**src/assert_macros.svh**
```systemverilog
// ----------------------------------------------------------------------------
// assert_macros.svh
// Concurrent assertion macros shared by the RTL; empty when NO_ASSERTIONS is set.
// ----------------------------------------------------------------------------
`ifndef ASSERT_MACROS_SVH
`define ASSERT_MACROS_SVH

`ifndef NO_ASSERTIONS

// Same-cycle implication, disabled during reset.
`define ASSERT_IMPL(lbl, clk, rst_n, ante, cons) \
	lbl: assert property (@(posedge clk) disable iff (!(rst_n)) (ante) |-> (cons)) \
		else $error("assertion failed: same-cycle implication");

// Next-cycle implication, disabled during reset.
`define ASSERT_NEXT(lbl, clk, rst_n, ante, cons) \
	lbl: assert property (@(posedge clk) disable iff (!(rst_n)) (ante) |=> (cons)) \
		else $error("assertion failed: next-cycle implication");

`else

`define ASSERT_IMPL(lbl, clk, rst_n, ante, cons)
`define ASSERT_NEXT(lbl, clk, rst_n, ante, cons)

`endif

`endif

```
**src/fib_fd_pkg.sv**
```systemverilog
// ----------------------------------------------------------------------------
// fib_fd_pkg
// Types and constants shared by the fast-doubling Fibonacci controller and datapath.
// ----------------------------------------------------------------------------
package fib_fd_pkg;

	localparam int unsigned INDEX_W = 8;
	localparam int unsigned VALUE_W = 63;
	localparam int unsigned PROD_W  = 64;
	localparam int unsigned OPND_W  = 32;
	localparam int unsigned BITSEL_W = 3;

	localparam logic [INDEX_W-1:0] FIB_LIMIT = 8'd92;
	localparam logic [INDEX_W-1:0] TRIVIAL_LIMIT = 8'd2;

	// Sub-step codes of one doubling iteration
	localparam logic [1:0] STEP_SQ_CUR  = 2'd0;
	localparam logic [1:0] STEP_SQ_PREV = 2'd1;
	localparam logic [1:0] STEP_CROSS   = 2'd2;
	localparam logic [1:0] STEP_UPDATE  = 2'd3;

	typedef struct packed {
		logic                load;
		logic                run;
		logic [1:0]          step;
		logic [BITSEL_W-1:0] bit_sel;
		logic                emit;
	} cmd_t;

	typedef struct packed {
		logic                skip;
		logic [BITSEL_W-1:0] top;
	} sts_t;

endpackage

```
**src/fib_fd_ctrl.sv**
```systemverilog
// ----------------------------------------------------------------------------
// fib_fd_ctrl
// Sequencer: accepts an index, walks its bits four sub-steps each, emits the word.
// ----------------------------------------------------------------------------
module fib_fd_ctrl (
	input  logic                clk,
	input  logic                arst_n,
	input  logic                s_tvalid,
	output logic                s_tready,
	output logic                m_tvalid,
	input  logic                m_tready,
	input  fib_fd_pkg::sts_t    sts,
	output fib_fd_pkg::cmd_t    cmd
);
	import fib_fd_pkg::*;

	localparam logic [1:0] ST_IDLE  = 2'd0;
	localparam logic [1:0] ST_CHECK = 2'd1;
	localparam logic [1:0] ST_RUN   = 2'd2;
	localparam logic [1:0] ST_FIN   = 2'd3;

	logic [1:0]          state_q;
	logic [1:0]          step_q;
	logic [BITSEL_W-1:0] bit_q;
	logic                m_tvalid_q;
	logic                emit;

	assign s_tready = (state_q == ST_IDLE);
	assign m_tvalid = m_tvalid_q;
	assign emit     = (state_q == ST_FIN) && (!m_tvalid_q || m_tready);

	always_comb begin
		cmd.load    = s_tvalid && s_tready;
		cmd.run     = (state_q == ST_RUN);
		cmd.step    = step_q;
		cmd.bit_sel = bit_q;
		cmd.emit    = emit;
	end

	always_ff @(posedge clk or negedge arst_n) begin
		if (!arst_n) begin
			state_q    <= ST_IDLE;
			step_q     <= STEP_SQ_CUR;
			bit_q      <= '0;
			m_tvalid_q <= 1'b0;
		end else begin
			if (emit) begin
				m_tvalid_q <= 1'b1;
			end else if (m_tready) begin
				m_tvalid_q <= 1'b0;
			end
			case (state_q)
				ST_IDLE: begin
					if (s_tvalid) begin
						state_q <= ST_CHECK;
					end
				end
				ST_CHECK: begin
					step_q <= STEP_SQ_CUR;
					bit_q  <= sts.top - 3'd1;
					state_q <= sts.skip ? ST_FIN : ST_RUN;
				end
				ST_RUN: begin
					step_q <= step_q + 2'd1;
					if (step_q == STEP_UPDATE) begin
						if (bit_q == '0) begin
							state_q <= ST_FIN;
						end else begin
							bit_q <= bit_q - 3'd1;
						end
					end
				end
				ST_FIN: begin
					if (emit) begin
						state_q <= ST_IDLE;
					end
				end
				default: begin
					state_q <= ST_IDLE;
				end
			endcase
		end
	end

endmodule

```
**src/fib_fd_dp.sv**
```systemverilog
// ----------------------------------------------------------------------------
// fib_fd_dp
// Datapath: term pair registers, one shared 32x32 multiplier, sum and output word.
// ----------------------------------------------------------------------------
module fib_fd_dp (
	input  logic                clk,
	input  logic [7:0]          index,
	input  fib_fd_pkg::cmd_t    cmd,
	output fib_fd_pkg::sts_t    sts,
	output logic [62:0]         value,
	output logic                in_range
);
	import fib_fd_pkg::*;

	logic [INDEX_W-1:0]  n_q;
	logic [VALUE_W-1:0]  cur_q;
	logic [VALUE_W-1:0]  prev_q;
	logic [PROD_W-1:0]   sq_q;
	logic [PROD_W-1:0]   prod_q;
	logic [VALUE_W-1:0]  value_q;
	logic                in_range_q;
	logic                cur_bit;
	logic                valid_n;
	logic [PROD_W-1:0]   cross_w;
	logic [OPND_W-1:0]   opnd_a;
	logic [OPND_W-1:0]   opnd_b;
	logic [BITSEL_W-1:0] top;

	assign valid_n = (n_q < FIB_LIMIT);
	assign cur_bit = n_q[cmd.bit_sel];

	always_comb begin
		top = '0;
		for (int i = 1; i < 7; i++) begin
			if (n_q[i]) begin
				top = BITSEL_W'(i);
			end
		end
	end

	assign sts.top  = top;
	assign sts.skip = !valid_n || (n_q < TRIVIAL_LIMIT);

	// Operands stay below 2^32 for every index that reaches a doubling step
	always_comb begin
		if (cur_bit) begin
			cross_w = {1'b0, cur_q} + {prev_q, 1'b0};
		end else begin
			cross_w = {cur_q, 1'b0} - {1'b0, prev_q};
		end
		case (cmd.step)
			STEP_SQ_CUR: begin
				opnd_a = cur_q[OPND_W-1:0];
				opnd_b = cur_q[OPND_W-1:0];
			end
			STEP_SQ_PREV: begin
				opnd_a = prev_q[OPND_W-1:0];
				opnd_b = prev_q[OPND_W-1:0];
			end
			STEP_CROSS: begin
				opnd_a = cross_w[OPND_W-1:0];
				opnd_b = cur_bit ? cur_q[OPND_W-1:0] : prev_q[OPND_W-1:0];
			end
			default: begin
				opnd_a = '0;
				opnd_b = '0;
			end
		endcase
	end

	always_ff @(posedge clk) begin
		if (cmd.load) begin
			n_q    <= index;
			cur_q  <= VALUE_W'(1);
			prev_q <= VALUE_W'(1);
		end
		if (cmd.run) begin
			prod_q <= PROD_W'(opnd_a) * PROD_W'(opnd_b);
			case (cmd.step)
				STEP_SQ_PREV: begin
					sq_q <= prod_q;
				end
				STEP_CROSS: begin
					sq_q <= sq_q + prod_q;
				end
				STEP_UPDATE: begin
					if (cur_bit) begin
						prev_q <= sq_q[VALUE_W-1:0];
						cur_q  <= prod_q[VALUE_W-1:0];
					end else begin
						cur_q  <= sq_q[VALUE_W-1:0];
						prev_q <= prod_q[VALUE_W-1:0];
					end
				end
				default: begin
				end
			endcase
		end
		if (cmd.emit) begin
			value_q    <= valid_n ? cur_q : '0;
			in_range_q <= valid_n;
		end
	end

	assign value    = value_q;
	assign in_range = in_range_q;

endmodule

```
**src/fibonacci_fast_doubling.sv**
```systemverilog
// ----------------------------------------------------------------------------
// fibonacci_fast_doubling
// Fibonacci term f(n), f(0) = f(1) = 1, by fast doubling over the bits of n.
// ----------------------------------------------------------------------------
//  channel | dir | tdata                         | tuser        | tlast
//  s_      | in  | [7:0] index                   | -            | -
//  m_      | out | [62:0] value, [63] zero       | [0] in_range | -
//
//  Index 0, 1 or 92 and up skip the doubling steps and go straight to the output.
//  Otherwise the walk starts below the top set bit of n (position at most 6).
//  Each bit below the top takes four sub-steps on the one 32x32 multiplier.
//  One index in flight; the next is accepted once the result is in the output
//  register, even while that word waits on m_tready. arst_n clears control only.
// ----------------------------------------------------------------------------
`include "assert_macros.svh"

module fibonacci_fast_doubling (
	input  logic        clk,
	input  logic        arst_n,
	input  logic        s_tvalid,
	output logic        s_tready,
	input  logic [7:0]  s_tdata,   // [7:0] index
	output logic        m_tvalid,
	input  logic        m_tready,
	output logic [63:0] m_tdata,   // [62:0] value, [63] zero
	output logic [0:0]  m_tuser    // [0] in_range
);
	import fib_fd_pkg::*;

	cmd_t        cmd;
	sts_t        sts;
	logic [62:0] value;
	logic        in_range;

	fib_fd_ctrl u_ctrl (
		.clk      (clk),
		.arst_n   (arst_n),
		.s_tvalid (s_tvalid),
		.s_tready (s_tready),
		.m_tvalid (m_tvalid),
		.m_tready (m_tready),
		.sts      (sts),
		.cmd      (cmd)
	);

	fib_fd_dp u_dp (
		.clk      (clk),
		.index    (s_tdata),
		.cmd      (cmd),
		.sts      (sts),
		.value    (value),
		.in_range (in_range)
	);

	assign m_tdata = {1'b0, value};
	assign m_tuser = in_range;

	`ASSERT_IMPL(a_oor_zero, clk, arst_n, m_tvalid && !m_tuser[0], m_tdata == 64'd0)
	`ASSERT_IMPL(a_inr_nonzero, clk, arst_n, m_tvalid && m_tuser[0], m_tdata[62:0] != 63'd0)
	`ASSERT_NEXT(a_one_in_flight, clk, arst_n, s_tvalid && s_tready, !s_tready)

endmodule
```
**config.mk**
```make
export PLATFORM = sky130hd
export DESIGN_NAME = fibonacci_fast_doubling
export DESIGN_NICKNAME = d
export VERILOG_FILES = /design/src/fib_fd_pkg.sv /design/src/fib_fd_ctrl.sv /design/src/fib_fd_dp.sv /design/src/fibonacci_fast_doubling.sv
export VERILOG_INCLUDE_DIRS = /design/src /design/src/src
export SDC_FILE = /design/constraint.sdc
export NUM_CORES = 2
export LEC_CHECK = 0
export BUFFER_PORTS_ARGS = -buffer_cell sky130_fd_sc_hd__buf_4
export CAP_MARGIN = 10
export CELL_PAD_IN_SITES_DETAIL_PLACEMENT = 1
export CELL_PAD_IN_SITES_GLOBAL_PLACEMENT = 1
export CORE_MARGIN = 10
export CORE_UTILIZATION = 52
export DETAILED_ROUTE_END_ITERATION = 6
export PLACE_DENSITY_LB_ADDON = 0.1
export REMOVE_ABC_BUFFERS = 1
export SYNTH_ARGS = -nofsm -noshare
export SYNTH_HDL_FRONTEND = slang
export SYNTH_SLANG_ARGS = --single-unit
```
**constraint.sdc**
```tcl
create_clock -name clk -period 11.9 [get_ports clk]
set_input_delay 0 -clock clk [delete_from_list [all_inputs] [get_ports clk]]
set_output_delay 0 -clock clk [all_outputs]
set_load 0.03 [all_outputs]
```
# Word level (Yosys, flattened, before mapping)

Cells that the tools add are included.

Muxes and demuxes: 33
Magnitude comparators: 3
Reductions and logical operators: 15
Add/sub/neg operators: 6
Equality and inequality tests: 11
$mul: 1

Operator list:

| cell                                                                  | number |
|---|---|
| 63-bit 2-to-1 mux                                                     | 8 |
| 32-bit one-hot mux with 3 select lines                                | 2 |
| 64-bit one-hot mux with 2 select lines                                | 1 |
| 64-bit adder                                                          | 1 |
| 32-bit by 32-bit multiplier with 64-bit output                        | 1 |
| 32-bit 2-to-1 mux                                                     | 2 |
| 32-bit adder                                                          | 1 |
| 32-bit subtractor                                                     | 1 |
| 3-bit 2-to-1 mux                                                      | 5 |
| 2-bit 2-to-1 mux                                                      | 6 |
| 2-bit == test (second input constant)                                 | 4 |
| 8-bit by 2-bit < comparator with 1-bit output (second input constant) | 1 |
| 8-bit by 7-bit < comparator with 1-bit output (second input constant) | 1 |
| 2-bit one-hot mux with 4 select lines                                 | 1 |
| 2-bit by 1-bit != test with 1-bit output (second input constant)      | 3 |
| 3-bit one-hot mux with 2 select lines                                 | 1 |
| 2-bit nonzero test                                                    | 3 |
| 3-bit by 1-bit subtractor with 3-bit output (second input constant)   | 2 |
| 1-bit 2-to-1 mux                                                      | 5 |
| 2-bit by 1-bit == test with 1-bit output (second input constant)      | 2 |
| 2-bit zero test                                                       | 2 |
| 3-bit by 4-bit < comparator with 1-bit output (second input constant) | 1 |
| 2-bit != test (second input constant)                                 | 2 |
| 2-bit one-hot mux with 2 select lines                                 | 1 |
| other kinds (9)                                                       | 12 |

Register bits: 334
Logic and storage cells: 80
Bits of input ports: 12
Output and inout bits: 67

# Depth between registers and ports, before layout

Word-level depth: 8
Mapped depth: 46
Gate-level depth less buffers: 44

# Cells and area by module

Synthesis repeated with hierarchy kept, for this count alone.

Cells, all modules: 5831
Area total of the unflattened synthesis: 52407.8 um^2

Modules (own cells, without submodules):

| module                  | area an instance (um^2) | times used | cells an instance | seq. area each (um^2) |
|---|---|---|---|---|
| fib_fd_dp               | 51819.7                 | 1          | 5773              | 7847.5 |
| fib_fd_ctrl             | 576.8                   | 1          | 56                | 200.2 |
| fibonacci_fast_doubling | 11.3                    | 1          | 2                 | 0.0 |

# Worst setup path before layout

No wires, ideal clock.

Path type: reg2reg
Start: register u_dp.prev_q[2]
End: register u_dp.prod_q[60], data pin
Stages on the path, launching flop included: 39
Clock period less this slack: 9904 ps
Required time: 11641 ps
Slack: 1996 ps
Path buffers: 1
Data arrival time: 9645 ps
Library setup time: 259 ps
Path through: dfxtp_1 inv_1 ha_1 nor2b_1 o21ai_1 a21oi_1 o31a_1 o31ai_2 a21oi_1 nor3_1 xnor2_1 a221oi_2 buf_2 nor2_1 fa_1 inv_1 fa_1 fa_1 [... 3 more ...] inv_1 fa_1 fa_1 fa_1 inv_1 ha_1 nand2_2 a2111oi_2 and2_1 a2111oi_1 nor2_2 nand2_2 o21ai_2 a31oi_2 a31o_1 or4b_1 nand3_1 xor2_1

Longest elaborated chain between the ends: 4
Elaborated cells on any way between the ends: 7
Classes of those cells: add/sub (2); mul (1); mux (4)

Ends and longest elaborated chain:

| what                                                     | RTL line                         | text |
|---|---|---|
| start, declared                                          | fib_fd_dp.sv:17                  | `logic [VALUE_W-1:0] prev_q;` |
| start signal, assigned                                   | fib_fd_dp.sv:88                  | `prev_q <= sq_q[VALUE_W-1:0];` |
| start signal, assigned                                   | fib_fd_dp.sv:92                  | `prev_q <= prod_q[VALUE_W-1:0];` |
| 32-bit subtractor / 32-bit adder (equally long branches) | fib_fd_dp.sv:49, fib_fd_dp.sv:47 |  |
| 32-bit 2-to-1 mux                                        | fib_fd_dp.sv:46                  | `if (cur_bit) begin` |
| 32-bit one-hot mux with 3 select lines                   | fib_fd_dp.sv:51                  | `case (cmd.step)` |
| 32-bit by 32-bit multiplier with 64-bit output (*)       | fib_fd_dp.sv:78                  | `prod_q <= PROD_W'(opnd_a) * PROD_W'(opnd_b);` |
| end signal, assigned                                     | fib_fd_dp.sv:78                  |  |
| end, declared                                            | fib_fd_dp.sv:19                  | `logic [PROD_W-1:0] prod_q;` |

Every way passes the cells marked *; elsewhere a longest branch is shown, timed or not.
A chain may end at the register's enable or synchronous reset.

# Worst setup path after layout

Start: register u_dp.prev_q[2]
End: register u_dp.prod_q[56], data pin

Same word-level chain as after synthesis.

==> Flow_metrics.wiki <==
{| class="wikitable"
! Metric !! Value
|-
| Leading cell type in the layout, fill and taps excluded || inv_1
|-
| Count of buffers from port buffering || 77
|-
| Worst path top cell family by delay || adder cells
|-
| Average detailed-routed wire length per instance || 26.82 um
|-
| Worst-Margin Slew || 1.100 ns
|-
| Total of max-cap violations || 0
|-
| Routed wire length || 191000 um
|-
| Final worst clock skew || 0.01427 ns
|-
| # nets final || 7107
|-
| TritonRoute pass-1 iters || 6
|-
| Number of antenna violations at the first check in global routing || 6
|-
| Via count of the first global-routing pass || 47430
|-
| Most used cell along the critical path || fa_1
|-
| Count of buffering cells on the critical path with inverters included || 6
|-
| Number of warnings printed during yosys synthesis || 0
|-
| Clock buffer count from CTS || 30
|-
| Asr flop ratio synth || 0.02658
|-
| Count of unresolved DRC violations after routing || 0
|-
| Number of buffers between clock root and the deepest sink || 3
|-
| Post-synthesis register bit count || 301
|-
| Time the worst path needs with I/O delays and setup || 11.43 ns
|-
| Max-slew headroom at the worst pin || 0.2664
|-
| Clock tree from TritonCTS || yes
|-
| Setup repair after global routing missed its margin || false
|-
| Power per cell area || 122.5 nW/um2
|-
| Static leakage || 26.31 nW
|-
| Most frequent cells in the layout || inv_1, fa_1, nand2_1
|-
| Core Util, Final || 0.5617
|-
| Overflow left after global routing || 0
|-
| Post-placement cell count || 7052
|-
| Kind of capture point of the worst setup path || flop
|-
| Final TNS setup || 0 ns
|-
| Data arrival time of the critical path || 11.77 ns
|-
| Share of cells above drive strength 1 || 0.06995
|-
| Aggregate global-route resource usage || 0.3422
|-
| Layout overhead on the synthesized area || 7.006%
|-
| Avg Inst Size Synth || 8.934 um2
|-
| Clock slew at reported path FFs || 0.07 ns
|-
| Most common flop cell mapped by yosys || edfxtp_1
|-
| Core region area || 98560 um2
|-
| Pin count of the biggest net entering global routing || 94
|-
| Critical path's slowest cell || and2_1
|-
| Part of the Yosys area used for sequential elements || 0.1555
|-
| Max VDD drop || 0.1616 mV
|-
| Max-slew violation count || 0
|-
| Hpwl dp || 154100 um
|-
| Max incr delay on CP || 0.70 ns
|-
| Sort of element at the start of the critical path || flop
|-
| Fillcell total || 11470
|-
| Clock Sinks || 301
|-
| Clock insertion delay at the later pin of the skew report || 0.60 ns
|-
| Clock H-tree levels || 1
|-
| Vias || 42340
|-
| Number of enable-type register cells in the synthesized netlist || 198
|-
| Placer's final routability congestion estimate || 1.001
|-
| Required @ worst endpoint || 12.24 ns
|-
| Post-Syn Instances || 5791
|-
| Die outline width || 335.4 um
|-
| Post-synth cell types || 92
|-
| Drt initial violations || 3199
|-
| Top-level port count || 79
|-
| Maximum fanout encountered on the critical timing path || 11
|-
| Initial core utilization || 0.5249
|-
| Die area || 112500 um2
|-
| Mean number of vias per cell || 5.946
|-
| Outcome || finished clean
|-
| Post-detailed-route count of antenna-violating nets || 0
|-
| Final-report setup violation count || 0
|-
| Crit Path Class || reg -> reg
|-
| Placement row count || 115
|-
| Post-Layout Cell Count || 7121
|-
| Global-route wire length before repair || 289500 um
|-
| Tcrit/Tclk final || 0.9609
|-
| Synthesized cell area || 51740 um2
|-
| CTS root buffer || clkbuf_16
|-
| Fmax || 0.08745 GHz
|-
| Total setup buffers inserted after CTS || 0
|-
| Y dimension of the die || 335.4 um
|-
| Final hold violations || 0
|-
| Hold crit path type || in -> reg
|}
-- logic make-up after synthesis --
logic type | after synthesis | share of synthesized area
compound gates | 832 | 0.1026
xor+xnor | 166 | 0.02810
buf+inv | 1302 | 0.09589
fa+ha+maj | 1286 | 0.4413
flops | 301 | 0.1555
mux | 146 | 0.03020
other cells | 1 | 0.00007248
simple gates | 1757 | 0.1463
-- cells in the mapped netlist (4+ instances only) --
cell type	number	share of area
nor3_1	38	0.0037
o21a_1	29	0.0042
a2111oi_0	6	0.0010
xnor2_1	113	0.019
xor2_1	53	0.0090
o22ai_1	33	0.0040
a31oi_1	23	0.0028
o21ai_0	195	0.019
mux2i_1	92	0.018
o21ai_1	11	0.0011
dfrtp_1	8	0.0039
nor2_1	610	0.044
o21bai_1	29	0.0042
or2_2	16	0.0019
nand3_1	39	0.0038
fa_1	898	0.35
clkbuf_1	212	0.015
a22o_1	8	0.0014
a211oi_1	10	0.0015
nand2_1	730	0.053
dfxtp_1	95	0.037
nand2b_1	64	0.0077
buf_1	11	0.00080
o41ai_1	4	0.00068
o211ai_1	21	0.0030
ha_1	388	0.094
edfxtp_1	198	0.11
a211o_1	7	0.0012
buf_2	47	0.0045
and2_1	137	0.017
a31o_2	4	0.00068
a21oi_1	238	0.023
nor2b_1	44	0.0053
o31a_1	6	0.0010
nand4_1	21	0.0025
o31ai_1	13	0.0019
a22oi_1	27	0.0039
a21boi_0	4	0.00058
inv_1	1029	0.075
and3_1	24	0.0029
or3_1	11	0.0013
nor4_1	4	0.00048
a21o_1	108	0.016
mux2_2	51	0.011
-- final timing paths --
path                       cells after the start  slack (ns)          endpoint           start
max                                           39        0.47   u_dp.prod_q[56]  u_dp.prev_q[2]
min                                            2        0.13       u_dp.n_q[6]      s_tdata[6]
max reg2reg                                   39        0.47   u_dp.prod_q[56]  u_dp.prev_q[2]
min reg2reg                                    2        0.45    u_dp.cur_q[54]  u_dp.cur_q[54]
max in group asynchronous                      3       11.24  u_ctrl.step_q[0]          arst_n
min in group asynchronous                      3        0.39   u_ctrl.bit_q[2]          arst_n
-- report_power, final --
part	switching (mW)	internal, mW	total [mW]	leakage (nW)
Sequential	0.173	1.41	1.58	2.72
Combinational	2.78	1.39	4.18	23.1
Clock	0.438	0.587	1.03	0.514
Total	3.40	3.39	6.78	26.3
-- final cells by class --
class	instances	area [um2]	area share
diodes	1	2.502	0.00004520
clock buffers	49	944.7	0.01706
clock inverters	7	100.1	0.001808
inverters	1029	3862	0.06977
multi-input cells	4188	38820	0.7012
flip-flops and latches	301	8048	0.1454
well taps	1287	1610	0.02909
repair buffers	259	1974	0.03566
-- flip-flops by register name (all words and copies together), names as in the netlist, 2 cells and up --
name,cells
u_ctrl.bit_q,3
u_dp.cur_q,63
u_ctrl.step_q,2
u_dp.sq_q,63
u_dp.n_q,8
u_dp.prod_q,63
u_dp.prev_q,32
u_ctrl.state_q,2
u_dp.value,63
-- per-stage QoR --
stage,total power [mW],cell area (um2),setup slack [ns],hold slack [ns]
2_1_floorplan,4.163,50640,-0.05261,-0.2956
3_3_place_gp,5.582,54180,0.7436,-0.1745
3_5_place_dp,5.678,54180,0.5185,-0.1750
4_1_cts,6.733,55340,0.4581,0.09736
5_1_grt,7.146,55360,0.008342,0.1128
6_report,6.784,55360,0.4651,0.1341
-- per-layer routing --
layer  track usage  part of all wire  vias to the layer above
li1              -                 -                    18230
met1        0.3987              0.37                    21680
met2        0.5724              0.47                     1716
met3       0.05508             0.068                      708
met4        0.2420             0.089                        4
met5             0           0.00013                        -
-- what timing repair did --
item                                    CTS  global route
resized for setup                         0             3
hold endpoints to repair                 19             0
hold buffers                             12             0
endpoints found under the setup margin    0             6
-- worst register-to-register path: cells and delay by family (launching register included) --
| kind | cells | cell delay (ns) |
|---|---|---|
| xor gates and xnor gates | 2 | 0.22 |
| DFF | 1 | 0.37 |
| and+or+nand+nor | 5 | 1.16 |
| AOI/OAI and AO/OA | 16 | 4.17 |
| buffers and inverters | 6 | 0.62 |
| adders and majority gates | 10 | 4.64 |
Note: power is estimated with default switching activity, not from simulation.
